$ cat config.mk
export PLATFORM = sky130hd
export DESIGN_NAME = cpu_usage_from_tick_counters_core_flat
export DESIGN_NICKNAME = d
export VERILOG_FILES = /design/src/rtl/cpuutil_pkg.sv /design/src/rtl/cpuutil_if.sv /design/src/rtl/cpuutil_dp.sv /design/src/rtl/cpuutil_ctrl.sv /design/src/rtl/cpu_usage_from_tick_counters_core.sv /design/src/flat_wrapper.sv
export SDC_FILE = /design/constraint.sdc
export NUM_CORES = 2
export LEC_CHECK = 0
export BUFFER_PORTS_ARGS = -buffer_cell sky130_fd_sc_hd__buf_2
export CORE_AREA = 2 2 390 392
export CTS_CLUSTER_DIAMETER = 60
export DETAILED_ROUTE_END_ITERATION = 16
export DIE_AREA = 0 0 392 394
export GPL_TIMING_DRIVEN = 0
export PLACE_DENSITY = 0.55
export SKIP_LAST_GASP = 1
export SYNTH_ARGS = -nofsm -noshare
export SYNTH_HDL_FRONTEND = slang
export SYNTH_HIERARCHICAL = 1
export SYNTH_SLANG_ARGS = --single-unit
$ cat constraint.sdc
create_clock -name clock -period 10.4 [get_ports clock]
set_clock_uncertainty 0.15 [all_clocks]
set_input_delay 1.56 -clock clock [delete_from_list [all_inputs] [get_ports clock]]
set_output_delay 1.56 -clock clock [all_outputs]
set_load 0.03 [all_outputs]
$ cat src/rtl/cpuutil_pkg.sv
// Shared types for the CPU usage block: controller states, command and status groups.
package cpuutil_pkg;

   typedef enum logic [3:0] {
      ST_IDLE,
      ST_SUM1,
      ST_SUM2,
      ST_SUM3,
      ST_DIFF,
      ST_BUSY,
      ST_DIV,
      ST_FINISH,
      ST_DONE
   } state_type;

   typedef struct packed {
      logic load;
      logic clear;
      logic sum1;
      logic sum2;
      logic sum3;
      logic diff;
      logic busy;
      logic div_step;
      logic finish;
   } cmd_type;

   typedef struct packed {
      logic skip;
   } sts_type;

endpackage

$ cat src/rtl/cpuutil_if.sv
// Valid/ready channel interfaces for snapshot items and result items.
interface cpuutil_req_if #(
   parameter int CNT_W = 48
);
   logic             valid;
   logic             ready;
   logic             counters_valid;
   logic [CNT_W-1:0] user_ticks;
   logic [CNT_W-1:0] nice_ticks;
   logic [CNT_W-1:0] system_ticks;
   logic [CNT_W-1:0] idle_ticks;
   logic [CNT_W-1:0] iowait_ticks;

   modport source (
      output valid, counters_valid, user_ticks, nice_ticks, system_ticks,
             idle_ticks, iowait_ticks,
      input  ready
   );
   modport sink (
      input  valid, counters_valid, user_ticks, nice_ticks, system_ticks,
             idle_ticks, iowait_ticks,
      output ready
   );
endinterface

interface cpuutil_rsp_if #(
   parameter int FRAC_W = 16
);
   logic            valid;
   logic            ready;
   logic [FRAC_W:0] busy_fraction;
   logic            computed;

   modport source (
      output valid, busy_fraction, computed,
      input  ready
   );
   modport sink (
      input  valid, busy_fraction, computed,
      output ready
   );
endinterface

$ cat src/rtl/cpuutil_dp.sv
// Datapath: tick sums, deltas against the previous snapshot, restoring divider, result register.
module cpuutil_dp
   import cpuutil_pkg::*;
#(
   parameter int COUNTER_BITS  = 48,
   parameter int FRACTION_BITS = 16
) (
   input  logic                    clock,
   input  logic                    reset,
   input  cmd_type                 cmd,
   output sts_type                 sts,
   input  logic [COUNTER_BITS-1:0] user_ticks,
   input  logic [COUNTER_BITS-1:0] nice_ticks,
   input  logic [COUNTER_BITS-1:0] system_ticks,
   input  logic [COUNTER_BITS-1:0] idle_ticks,
   input  logic [COUNTER_BITS-1:0] iowait_ticks,
   output logic [FRACTION_BITS:0]  busy_fraction,
   output logic                    computed
);

   localparam int CB = COUNTER_BITS;
   localparam int FB = FRACTION_BITS;
   localparam int TW = CB + 3;
   localparam int IW = CB + 1;

   logic [CB-1:0] user_ff, user_in;
   logic [CB-1:0] nice_ff, nice_in;
   logic [CB-1:0] sys_ff, sys_in;
   logic [CB-1:0] idl_ff, idl_in;
   logic [CB-1:0] iow_ff, iow_in;
   logic [IW-1:0] idle_ff, idle_in;
   logic [CB+1:0] part_ff, part_in;
   logic [TW-1:0] total_ff, total_in;
   logic [TW-1:0] prev_total_ff, prev_total_in;
   logic [IW-1:0] prev_idle_ff, prev_idle_in;
   logic          have_prev_ff, have_prev_in;
   logic          skip_ff, skip_in;
   logic          back_ff, back_in;
   logic [IW-1:0] didle_ff, didle_in;
   logic [TW-1:0] den_ff, den_in;
   logic          one_ff, one_in;
   logic [TW-1:0] r_ff, r_in;
   logic [FB-1:0] q_ff, q_in;
   logic [FB:0]   frac_ff, frac_in;
   logic          comp_ff, comp_in;

   logic [TW:0]   dt;
   logic [IW:0]   di;
   logic [TW:0]   bz;
   logic [TW:0]   r2;
   logic [TW:0]   rsub;
   logic          ge;

   assign dt   = {1'b0, total_ff} - {1'b0, prev_total_ff};
   assign di   = {1'b0, idle_ff} - {1'b0, prev_idle_ff};
   assign bz   = {1'b0, den_ff} - (TW+1)'(didle_ff);
   assign r2   = {r_ff, 1'b0};
   assign rsub = r2 - {1'b0, den_ff};
   assign ge   = r2 >= {1'b0, den_ff};

   always_comb begin
      user_in       = user_ff;
      nice_in       = nice_ff;
      sys_in        = sys_ff;
      idl_in        = idl_ff;
      iow_in        = iow_ff;
      idle_in       = idle_ff;
      part_in       = part_ff;
      total_in      = total_ff;
      prev_total_in = prev_total_ff;
      prev_idle_in  = prev_idle_ff;
      have_prev_in  = have_prev_ff;
      skip_in       = skip_ff;
      back_in       = back_ff;
      didle_in      = didle_ff;
      den_in        = den_ff;
      one_in        = one_ff;
      r_in          = r_ff;
      q_in          = q_ff;
      frac_in       = frac_ff;
      comp_in       = comp_ff;

      if (cmd.load) begin
         user_in = user_ticks;
         nice_in = nice_ticks;
         sys_in  = system_ticks;
         idl_in  = idle_ticks;
         iow_in  = iowait_ticks;
      end
      if (cmd.clear) begin
         frac_in = '0;
         comp_in = 1'b0;
      end
      if (cmd.sum1) begin
         idle_in = {1'b0, idl_ff} + {1'b0, iow_ff};
         part_in = {2'b00, user_ff} + {2'b00, nice_ff};
      end
      if (cmd.sum2) begin
         part_in = part_ff + {2'b00, sys_ff};
      end
      if (cmd.sum3) begin
         total_in = {1'b0, part_ff} + TW'(idle_ff);
      end
      if (cmd.diff) begin
         // state always takes the new snapshot, whether or not a fraction follows
         skip_in       = !have_prev_ff || dt[TW] || (dt[TW-1:0] == '0);
         den_in        = dt[TW-1:0];
         back_in       = di[IW];
         didle_in      = di[IW-1:0];
         prev_total_in = total_ff;
         prev_idle_in  = idle_ff;
         have_prev_in  = 1'b1;
      end
      if (cmd.busy) begin
         // idle went backwards or did not move: fully busy
         one_in = back_ff || (didle_ff == '0);
         r_in   = (bz[TW] || (bz == '0)) ? '0 : bz[TW-1:0];
         q_in   = '0;
      end
      if (cmd.div_step) begin
         r_in = ge ? rsub[TW-1:0] : r2[TW-1:0];
         q_in = {q_ff[FB-2:0], ge};
      end
      if (cmd.finish) begin
         if (skip_ff) begin
            frac_in = '0;
         end else if (one_ff) begin
            frac_in = {1'b1, {FB{1'b0}}};
         end else begin
            frac_in = {1'b0, q_ff};
         end
         comp_in = !skip_ff;
      end
   end

   always_ff @(posedge clock) begin
      if (reset) begin
         prev_total_ff <= '0;
         prev_idle_ff  <= '0;
         have_prev_ff  <= 1'b0;
      end else begin
         prev_total_ff <= prev_total_in;
         prev_idle_ff  <= prev_idle_in;
         have_prev_ff  <= have_prev_in;
      end
   end

   always_ff @(posedge clock) begin
      user_ff  <= user_in;
      nice_ff  <= nice_in;
      sys_ff   <= sys_in;
      idl_ff   <= idl_in;
      iow_ff   <= iow_in;
      idle_ff  <= idle_in;
      part_ff  <= part_in;
      total_ff <= total_in;
      skip_ff  <= skip_in;
      back_ff  <= back_in;
      didle_ff <= didle_in;
      den_ff   <= den_in;
      one_ff   <= one_in;
      r_ff     <= r_in;
      q_ff     <= q_in;
      frac_ff  <= frac_in;
      comp_ff  <= comp_in;
   end

   assign sts.skip      = skip_ff;
   assign busy_fraction = frac_ff;
   assign computed      = comp_ff;

endmodule

$ cat src/rtl/cpuutil_ctrl.sv
// Controller: sequences sums, deltas and divider steps, and runs the channel handshakes.
module cpuutil_ctrl
   import cpuutil_pkg::*;
#(
   parameter int FRACTION_BITS = 16
) (
   input  logic    clock,
   input  logic    reset,
   input  logic    in_valid,
   input  logic    in_good,
   output logic    in_ready,
   output logic    out_valid,
   input  logic    out_ready,
   output cmd_type cmd,
   input  sts_type sts
);

   localparam int CW = (FRACTION_BITS > 1) ? $clog2(FRACTION_BITS) : 1;

   state_type     state_ff, state_in;
   logic [CW-1:0] cnt_ff, cnt_in;
   logic          last;

   assign last = cnt_ff == CW'(FRACTION_BITS - 1);

   always_comb begin
      state_in = state_ff;
      case (state_ff)
         ST_IDLE: begin
            if (in_valid) begin
               state_in = in_good ? ST_SUM1 : ST_DONE;
            end
         end
         ST_SUM1:   state_in = ST_SUM2;
         ST_SUM2:   state_in = ST_SUM3;
         ST_SUM3:   state_in = ST_DIFF;
         ST_DIFF:   state_in = ST_BUSY;
         ST_BUSY:   state_in = sts.skip ? ST_FINISH : ST_DIV;
         ST_DIV: begin
            if (last) begin
               state_in = ST_FINISH;
            end
         end
         ST_FINISH: state_in = ST_DONE;
         ST_DONE: begin
            if (out_ready) begin
               state_in = ST_IDLE;
            end
         end
         default:   state_in = ST_IDLE;
      endcase
   end

   always_comb begin
      cmd       = '0;
      in_ready  = 1'b0;
      out_valid = 1'b0;
      cnt_in    = cnt_ff;
      case (state_ff)
         ST_IDLE: begin
            in_ready  = 1'b1;
            cmd.load  = in_valid;
            cmd.clear = in_valid && !in_good;
         end
         ST_SUM1:   cmd.sum1 = 1'b1;
         ST_SUM2:   cmd.sum2 = 1'b1;
         ST_SUM3:   cmd.sum3 = 1'b1;
         ST_DIFF:   cmd.diff = 1'b1;
         ST_BUSY: begin
            cmd.busy = 1'b1;
            cnt_in   = '0;
         end
         ST_DIV: begin
            cmd.div_step = 1'b1;
            cnt_in       = cnt_ff + 1'b1;
         end
         ST_FINISH: cmd.finish = 1'b1;
         ST_DONE:   out_valid  = 1'b1;
         default: begin
            cmd = '0;
         end
      endcase
   end

   always_ff @(posedge clock) begin
      if (reset) begin
         state_ff <= ST_IDLE;
         cnt_ff   <= '0;
      end else begin
         state_ff <= state_in;
         cnt_ff   <= cnt_in;
      end
   end

endmodule

$ cat src/rtl/cpu_usage_from_tick_counters_core.sv
// Top level: CPU busy fraction from cumulative tick counter snapshots.
//
//   channel  dir  handshake       payload
//   req      in   valid/ready     counters_valid, user/nice/system/idle/iowait_ticks
//   rsp      out  valid/ready     busy_fraction (Q1.FRACTION_BITS), computed
//
// One item at a time. A valid snapshot passes through states SUM1, SUM2, SUM3 (sums),
// DIFF (deltas), BUSY (divider setup), DIV (one restoring divider step per quotient
// bit, skipped when no fraction follows) and FINISH (registers the result) before
// its result shows. The next item is taken only after the result is accepted.
// An invalid snapshot answers in the next cycle. req.ready is high only when idle;
// the result holds while rsp.ready is low. Reset clears the stored snapshot.
module cpu_usage_from_tick_counters_core
   import cpuutil_pkg::*;
#(
   parameter int COUNTER_BITS  = 48,
   parameter int FRACTION_BITS = 16
) (
   input logic           clock,
   input logic           reset,
   cpuutil_req_if.sink   req,
   cpuutil_rsp_if.source rsp
);

   cmd_type cmd;
   sts_type sts;

   cpuutil_ctrl #(
      .FRACTION_BITS(FRACTION_BITS)
   ) u_ctrl (
      .clock    (clock),
      .reset    (reset),
      .in_valid (req.valid),
      .in_good  (req.counters_valid),
      .in_ready (req.ready),
      .out_valid(rsp.valid),
      .out_ready(rsp.ready),
      .cmd      (cmd),
      .sts      (sts)
   );

   cpuutil_dp #(
      .COUNTER_BITS (COUNTER_BITS),
      .FRACTION_BITS(FRACTION_BITS)
   ) u_dp (
      .clock        (clock),
      .reset        (reset),
      .cmd          (cmd),
      .sts          (sts),
      .user_ticks   (req.user_ticks),
      .nice_ticks   (req.nice_ticks),
      .system_ticks (req.system_ticks),
      .idle_ticks   (req.idle_ticks),
      .iowait_ticks (req.iowait_ticks),
      .busy_fraction(rsp.busy_fraction),
      .computed     (rsp.computed)
   );

endmodule

$ cat src/flat_wrapper.sv
// flat-port wrapper written by rule: the top's interface ports become plain ports
module cpu_usage_from_tick_counters_core_flat import cpuutil_pkg::*;
#(
   parameter int COUNTER_BITS  = 48,
   parameter int FRACTION_BITS = 16
)
  (clock, reset, req_valid, req_counters_valid, req_user_ticks, req_nice_ticks, req_system_ticks, req_idle_ticks, req_iowait_ticks, req_ready, rsp_valid, rsp_busy_fraction, rsp_computed, rsp_ready);
  cpuutil_req_if #(.CNT_W((48))) req_i ();
  cpuutil_rsp_if #(.FRAC_W((16))) rsp_i ();
  input logic clock;
  input logic reset;
  input wire logic [$bits(req_i.valid)-1:0] req_valid;
  input wire logic [$bits(req_i.counters_valid)-1:0] req_counters_valid;
  input wire logic [$bits(req_i.user_ticks)-1:0] req_user_ticks;
  input wire logic [$bits(req_i.nice_ticks)-1:0] req_nice_ticks;
  input wire logic [$bits(req_i.system_ticks)-1:0] req_system_ticks;
  input wire logic [$bits(req_i.idle_ticks)-1:0] req_idle_ticks;
  input wire logic [$bits(req_i.iowait_ticks)-1:0] req_iowait_ticks;
  output wire logic [$bits(req_i.ready)-1:0] req_ready;
  output wire logic [$bits(rsp_i.valid)-1:0] rsp_valid;
  output wire logic [$bits(rsp_i.busy_fraction)-1:0] rsp_busy_fraction;
  output wire logic [$bits(rsp_i.computed)-1:0] rsp_computed;
  input wire logic [$bits(rsp_i.ready)-1:0] rsp_ready;
  assign req_i.valid = req_valid;
  assign req_i.counters_valid = req_counters_valid;
  assign req_i.user_ticks = req_user_ticks;
  assign req_i.nice_ticks = req_nice_ticks;
  assign req_i.system_ticks = req_system_ticks;
  assign req_i.idle_ticks = req_idle_ticks;
  assign req_i.iowait_ticks = req_iowait_ticks;
  assign req_ready = req_i.ready;
  assign rsp_valid = rsp_i.valid;
  assign rsp_busy_fraction = rsp_i.busy_fraction;
  assign rsp_computed = rsp_i.computed;
  assign rsp_i.ready = rsp_ready;
  cpu_usage_from_tick_counters_core #(.COUNTER_BITS(COUNTER_BITS), .FRACTION_BITS(FRACTION_BITS)) u_core (.clock(clock), .reset(reset), .req(req_i), .rsp(rsp_i));
endmodule
# ---- Word-level counts from Yosys, hierarchy flattened
# Cells that the tools add are included.
dict set report word_totals {
  regBits 687
  latchBits 0
  ram_bits 0
  mem_bits_ro 0
  n_memories 0
}
dict set report classes {
  add_sub_neg 9
  multipliers 0
  div 0
  magnitude_cmp 1
  n_eq_ne 12
  shift 0
  muxes 31
  bitwise 0
  reduce_logical 17
}
# cell count
set ops {}
lappend ops {{51-bit two-way mux} 4}
lappend ops {{50-bit two-way mux} 2}
lappend ops {{48-bit by 48-bit adder with 49-bit output} 2}
lappend ops {{17-bit two-way mux} 4}
lappend ops {{52-bit by 51-bit >= comparator with 1-bit output} 1}
lappend ops {{52-bit logical NOT} 1}
lappend ops {{51-bit by 49-bit subtractor with 52-bit output} 1}
lappend ops {{51-bit by 51-bit subtractor with 52-bit output} 1}
lappend ops {{50-bit by 49-bit adder with 51-bit output} 1}
lappend ops {{51-bit logical NOT} 1}
lappend ops {{51-bit subtractor} 1}
lappend ops {{50-bit by 48-bit adder with 50-bit output} 1}
lappend ops {{49-bit by 49-bit subtractor with 50-bit output} 1}
lappend ops {{49-bit logical NOT} 1}
lappend ops {{4-bit one-hot mux with 9 select lines} 1}
lappend ops {{16-bit two-way mux} 2}
lappend ops {{4-bit by 3-bit equality test with 1-bit output (second input constant)} 4}
lappend ops {{4-bit two-way mux} 4}
lappend ops {{1-bit two-way mux} 12}
lappend ops {{4-bit by 2-bit equality test with 1-bit output (second input constant)} 2}
lappend ops {{4-bit equality test (second input constant)} 2}
lappend ops {{4-bit one-hot mux with 2 select lines} 1}
lappend ops {{2-bit nonzero test} 4}
lappend ops {{2-bit inequality test (second input constant)} 3}
lappend ops {{other kinds (8)} 13}

# ---- Logic depth before layout (Yosys ltp)
dict set report logic_depth {
  word_depth 6
  depth_mapped 17
}

# ---- Cells and area by module
# Netlist, hierarchy kept.
# module instances cells_per_inst area_per_inst_um2 seq_area_each_um2
set by_module_without_submodules {}
lappend by_module_without_submodules {cpuutil_dp 1 4405 44325.0 19378.6}
lappend by_module_without_submodules {cpuutil_ctrl 1 69 540.5 160.2}

# ---- Worst setup path after synthesis
# No wires, ideal clock.
dict set report synth_timing {
  path_kind {register to register}
  from {register u_core.u_ctrl.state_ff[0]}
  to {register u_core.u_dp.prev_idle_ff[10]}
  setup_time_ns 0.128
  arrival_time_ns 8.781
  required_ns 10.122
  slack_ns 1.341
  path_stages_with_launch 7
  path_buffers 3
  period_less_slack_ns 9.059
  cell_sequence {dfxtp_1 -> clkbuf_1 -> nor3_1 -> clkbuf_1 -> buf_1 -> mux2i_1 -> nor2_1}
}
# element line
set synth_rtl {}
lappend synth_rtl {{start, declared} cpuutil_ctrl.sv:20} ;# state_type state_ff, state_in;
lappend synth_rtl {{start signal, assigned} cpuutil_ctrl.sv:90} ;# state_ff <= state_in;
lappend synth_rtl {{end signal, assigned} cpuutil_dp.sv:143} ;# prev_idle_ff <= prev_idle_in;
lappend synth_rtl {{end, declared} cpuutil_dp.sv:35} ;# logic [IW-1:0] prev_idle_ff, prev_idle_in;

# ---- Final worst setup path
dict set report layout_timing {
  from {register u_core.u_dp.didle_ff[6]}
  to {register u_core.u_dp.r_ff[44], data pin}
}
dict set report layout_between {
  elab_chain_len 6
}
# element line
set layout_rtl {}
lappend layout_rtl {{start, declared} cpuutil_dp.sv:39} ;# logic [IW-1:0] didle_ff, didle_in;
lappend layout_rtl {{start signal, assigned} cpuutil_dp.sv:159} ;# didle_ff <= didle_in;
lappend layout_rtl {{51-bit by 49-bit subtractor with 52-bit output (*)} cpuutil_dp.sv:56} ;# assign bz = {1'b0, den_ff} - (TW+1)'(didle_ff);
lappend layout_rtl {{52-bit logical NOT} cpuutil_dp.sv:117} ;# r_in = (bz[TW] || (bz == '0)) ? '0 : bz[TW-1:0];
lappend layout_rtl {{1-bit logical OR} cpuutil_dp.sv:117}
lappend layout_rtl {{51-bit two-way mux (*)} cpuutil_dp.sv:117}
lappend layout_rtl {{51-bit two-way mux (*)} cpuutil_dp.sv:114} ;# if (cmd.busy) begin
lappend layout_rtl {{51-bit two-way mux (*)} cpuutil_dp.sv:120} ;# if (cmd.div_step) begin
lappend layout_rtl {{via u_core.u_dp.r_in[44]} cpuutil_dp.sv:42} ;# logic [TW-1:0] r_ff, r_in;
lappend layout_rtl {{end signal, assigned} cpuutil_dp.sv:162} ;# r_ff <= r_in;
lappend layout_rtl {{end, declared} cpuutil_dp.sv:42}
# The timed path passes the listed nets; every way through them passes the cells marked *. The select of a mux whose other input is x is not followed.
# A chain may end at the register's enable or synchronous reset.

==> flow_summary.ini <==
[worst_setup_path]
crit_type = flop to flop
start_kind = flop
r2r_end = u_core/u_dp/r_ff[44]$_DFFE_PP_
path_max_fanout = 10
required_ns = 10.63
cp.arrival_ns = 5.33
reg2reg_slack_ns = 5.30
ff2ff_path_depth = 15
worst_setup_path_end_kind = flop
r2r-start = u_core/u_dp/didle_ff[6]$_DFFE_PP_

[drt]
vias_per_cell = 4.89
drtAntennaViolNets = 0
wl_um = 121000
drc = 0
vias = 34000
wire_per_inst_um = 17.4
first_pass_iters = 7
drtIter0Drc = 1785

[sta]
worstMarginPinSlew_ns = 1.31
holdWs_ns = 0.340
rsz0062_at_grt = no
finalSetupTns_ns = 0
fmax_mhz = 196
period_minus_slack_ns = 5.10
fin_crit_sh_pct = 49.1
setup_violations = 0
slew_violations = 0
finalHoldViolCount = 0
slew_headroom_pct = 12.3

[synth]
ys_types = 100
syn_area_per_cell_um2 = 10.0
yosysSeqAreaShare_pct = 43.5
yosys_warnings = 6
syn_nets = 5121
ys_async_sr_fraction_pct = 0
syn_inst = 4474
synth_ff_type = edfxtp_1
synth-edff-count = 578
syn-cell-area_um2 = 44900
synth_seq_cells = 687

[layout]
final_common_cell = edfxtp_1
final_area_um2 = 51800
area_growth_pct = 15.5
drive_gt1_share_pct = 10.3
final_util_pct = 34.4
final_cell_mix = edfxtp_1, a21oi_1, ha_1, nor2_1, inv_1
fin_nets = 5492
fillCellCount = 15400

[clock_network]
postCtsSetupBuffers = 0
cts_resized = 0
cts_tree = yes
clkTransAtPathRegs_ns = 0.06
postCtsHoldBufs = 0
h-tree-depth = 3
numCtsBuffers = 85
cts_buffer_depth = 3
clk_latency_ns = 0.69
cts.sinks = 687
clock-root-buffer = clkbuf_16

[floorplanning]
die_h_um = 394
die_area_um2 = 154000
die_w_um = 392
io_pins = 265
initial_core_util_pct = 29.8
core_um2 = 151000
row_count = 143

[worst_hold_path]
min_from = u_core/u_dp/prev_total_ff[49]$_SDFFE_PP0P_
hold_class = flop to flop
hold_depth = 2
hold-path-endpoint = u_core/u_dp/prev_total_ff[49]$_SDFFE_PP0P_

[status]
status = complete, no violations

[global_route]
grt_pass1_wl_um = 188000
antenna_found_initial = 5
grt_pass1_vias = 34000
grtUsageTotal_pct = 15.4
grt_max_degree = 72
grt-ovfl-total = 0

[job]
maxCapViolations = 0

[place]
routabilityCongestion = 0.898
io_buffers = 264
dpl_cell_area_um2 = 49000
dp_hpwl_um = 97700

[power]
irDropWorstVdd_v = 0.000143
p_leak_nw = 20.1
fin_total_pwr_w = 0.00831
power.density_nw_per_um2 = 160
## per-layer routing
metal  up-vias  track usage [%]  share of wire [%]
met5         -                0              0.032
met4         8             6.18                3.8
met2       641             26.7                 48
met1     15800             19.1                 45
met3       195             1.99                3.2
li1      17300                -                  -
## cells in the mapped netlist (all sizes together), types with 59 or more instances
cell | instances | area share (%)
nand2 | 234 | 2.0
nand3 | 79 | 0.88
mux2i | 122 | 2.7
inv | 318 | 2.7
a21o | 223 | 3.7
xor2 | 117 | 2.3
a21oi | 438 | 4.9
xnor2 | 228 | 4.5
clkbuf | 96 | 0.80
edfxtp | 578 | 39
o21bai | 66 | 1.1
o21ai | 275 | 3.1
dfxtp | 109 | 4.9
ha | 394 | 11
nor2b | 59 | 0.82
nor2 | 322 | 2.7
## report_power, final
part	switching (W)	total (W)	leakage (nW)	internal (W)
clock network	0.00123	0.00294	1.37	0.00171
registers	0.000106	0.00339	6.25	0.00328
logic	0.00118	0.00199	12.5	0.000809
total	0.00252	0.00831	20.1	0.00579
## worst max-delay path by stage
stage	start	to	slack, ns
floorplan	u_core/u_ctrl/state_ff[0]$_SDFFE_PP0P_	u_core/u_dp/prev_idle_ff[10]$_SDFFE_PP0P_	1.34
global placement	u_core/u_ctrl/state_ff[0]$_SDFFE_PP0P_	u_core/u_dp/prev_idle_ff[40]$_SDFFE_PP0P_	-2.53
detailed placement	u_core/u_dp/total_ff[0]$_DFFE_PP_	u_core/u_dp/sts$_DFFE_PP_	5.17
CTS	u_core/u_dp/total_ff[0]$_DFFE_PP_	u_core/u_dp/sts$_DFFE_PP_	5.16
global route	u_core/u_dp/didle_ff[7]$_DFFE_PP_	u_core/u_dp/r_ff[44]$_DFFE_PP_	4.95
finish	u_core/u_dp/didle_ff[6]$_DFFE_PP_	u_core/u_dp/r_ff[44]$_DFFE_PP_	5.30
## through the flow
stage	cells	setup slack, ns
after global routing	6946	4.95
after detailed placement	6788	5.17
final	6946	5.30
after floorplan	4474	1.34
after global placement	6768	-2.53
after CTS	6945	5.16
## logic make-up (layout without fill, tap and decap cells)
family,count (synthesis),count (layout),synth area share [%]
compound gates,1404,1404,20.1
simple gates,1065,1065,11.7
flops,687,687,43.5
buf+inv,447,888,3.88
fa+ha+maj,402,402,11.3
xor+xnor,345,345,6.73
mux,124,124,2.77
other cells,0,1,0
## layout make-up
cell class	instances	area, µm²	area share (%)
Clock inverter	53	533	1.03
Antenna cell	1	2.50	0.00483
Multi-Input combinational cell	3340	23600	45.5
Tap cell	2030	2540	4.90
Sequential cell	687	19500	37.7
Buffer	129	547	1.05
Timing Repair Buffer	284	1600	3.08
Clock buffer	104	2270	4.38
Inverter	318	1190	2.30
## state kept, by name, indices dropped and copies added, names as in the netlist, 49 cells and up
register                   count
u_core/u_dp/prev_total_ff     51
u_core/u_dp/prev_idle_ff      49
u_core/u_dp/part_ff           50
u_core/u_dp/r_ff              51
u_core/u_dp/idle_ff           49
u_core/u_dp/total_ff          51
u_core/u_dp/didle_ff          49
u_core/u_dp/den_ff            51
## worst max-delay path: stages, from the launching register on
cell and delay, ns:
edfxtp_1 0.43, inv_1 0.08, ha_1 0.22, buf_2 0.16, and3_1 0.18, nor2b_1 0.13
a31oi_1 0.35, o31ai_1 0.22, o21ai_1 0.24, o311ai_1 0.19, nor3b_1 0.22, a21oi_1 0.38
nor2_1 0.09, o21ai_1 0.79, clkbuf_1 0.72, o22ai_1 0.24
(Power assumes the default switching activity.)
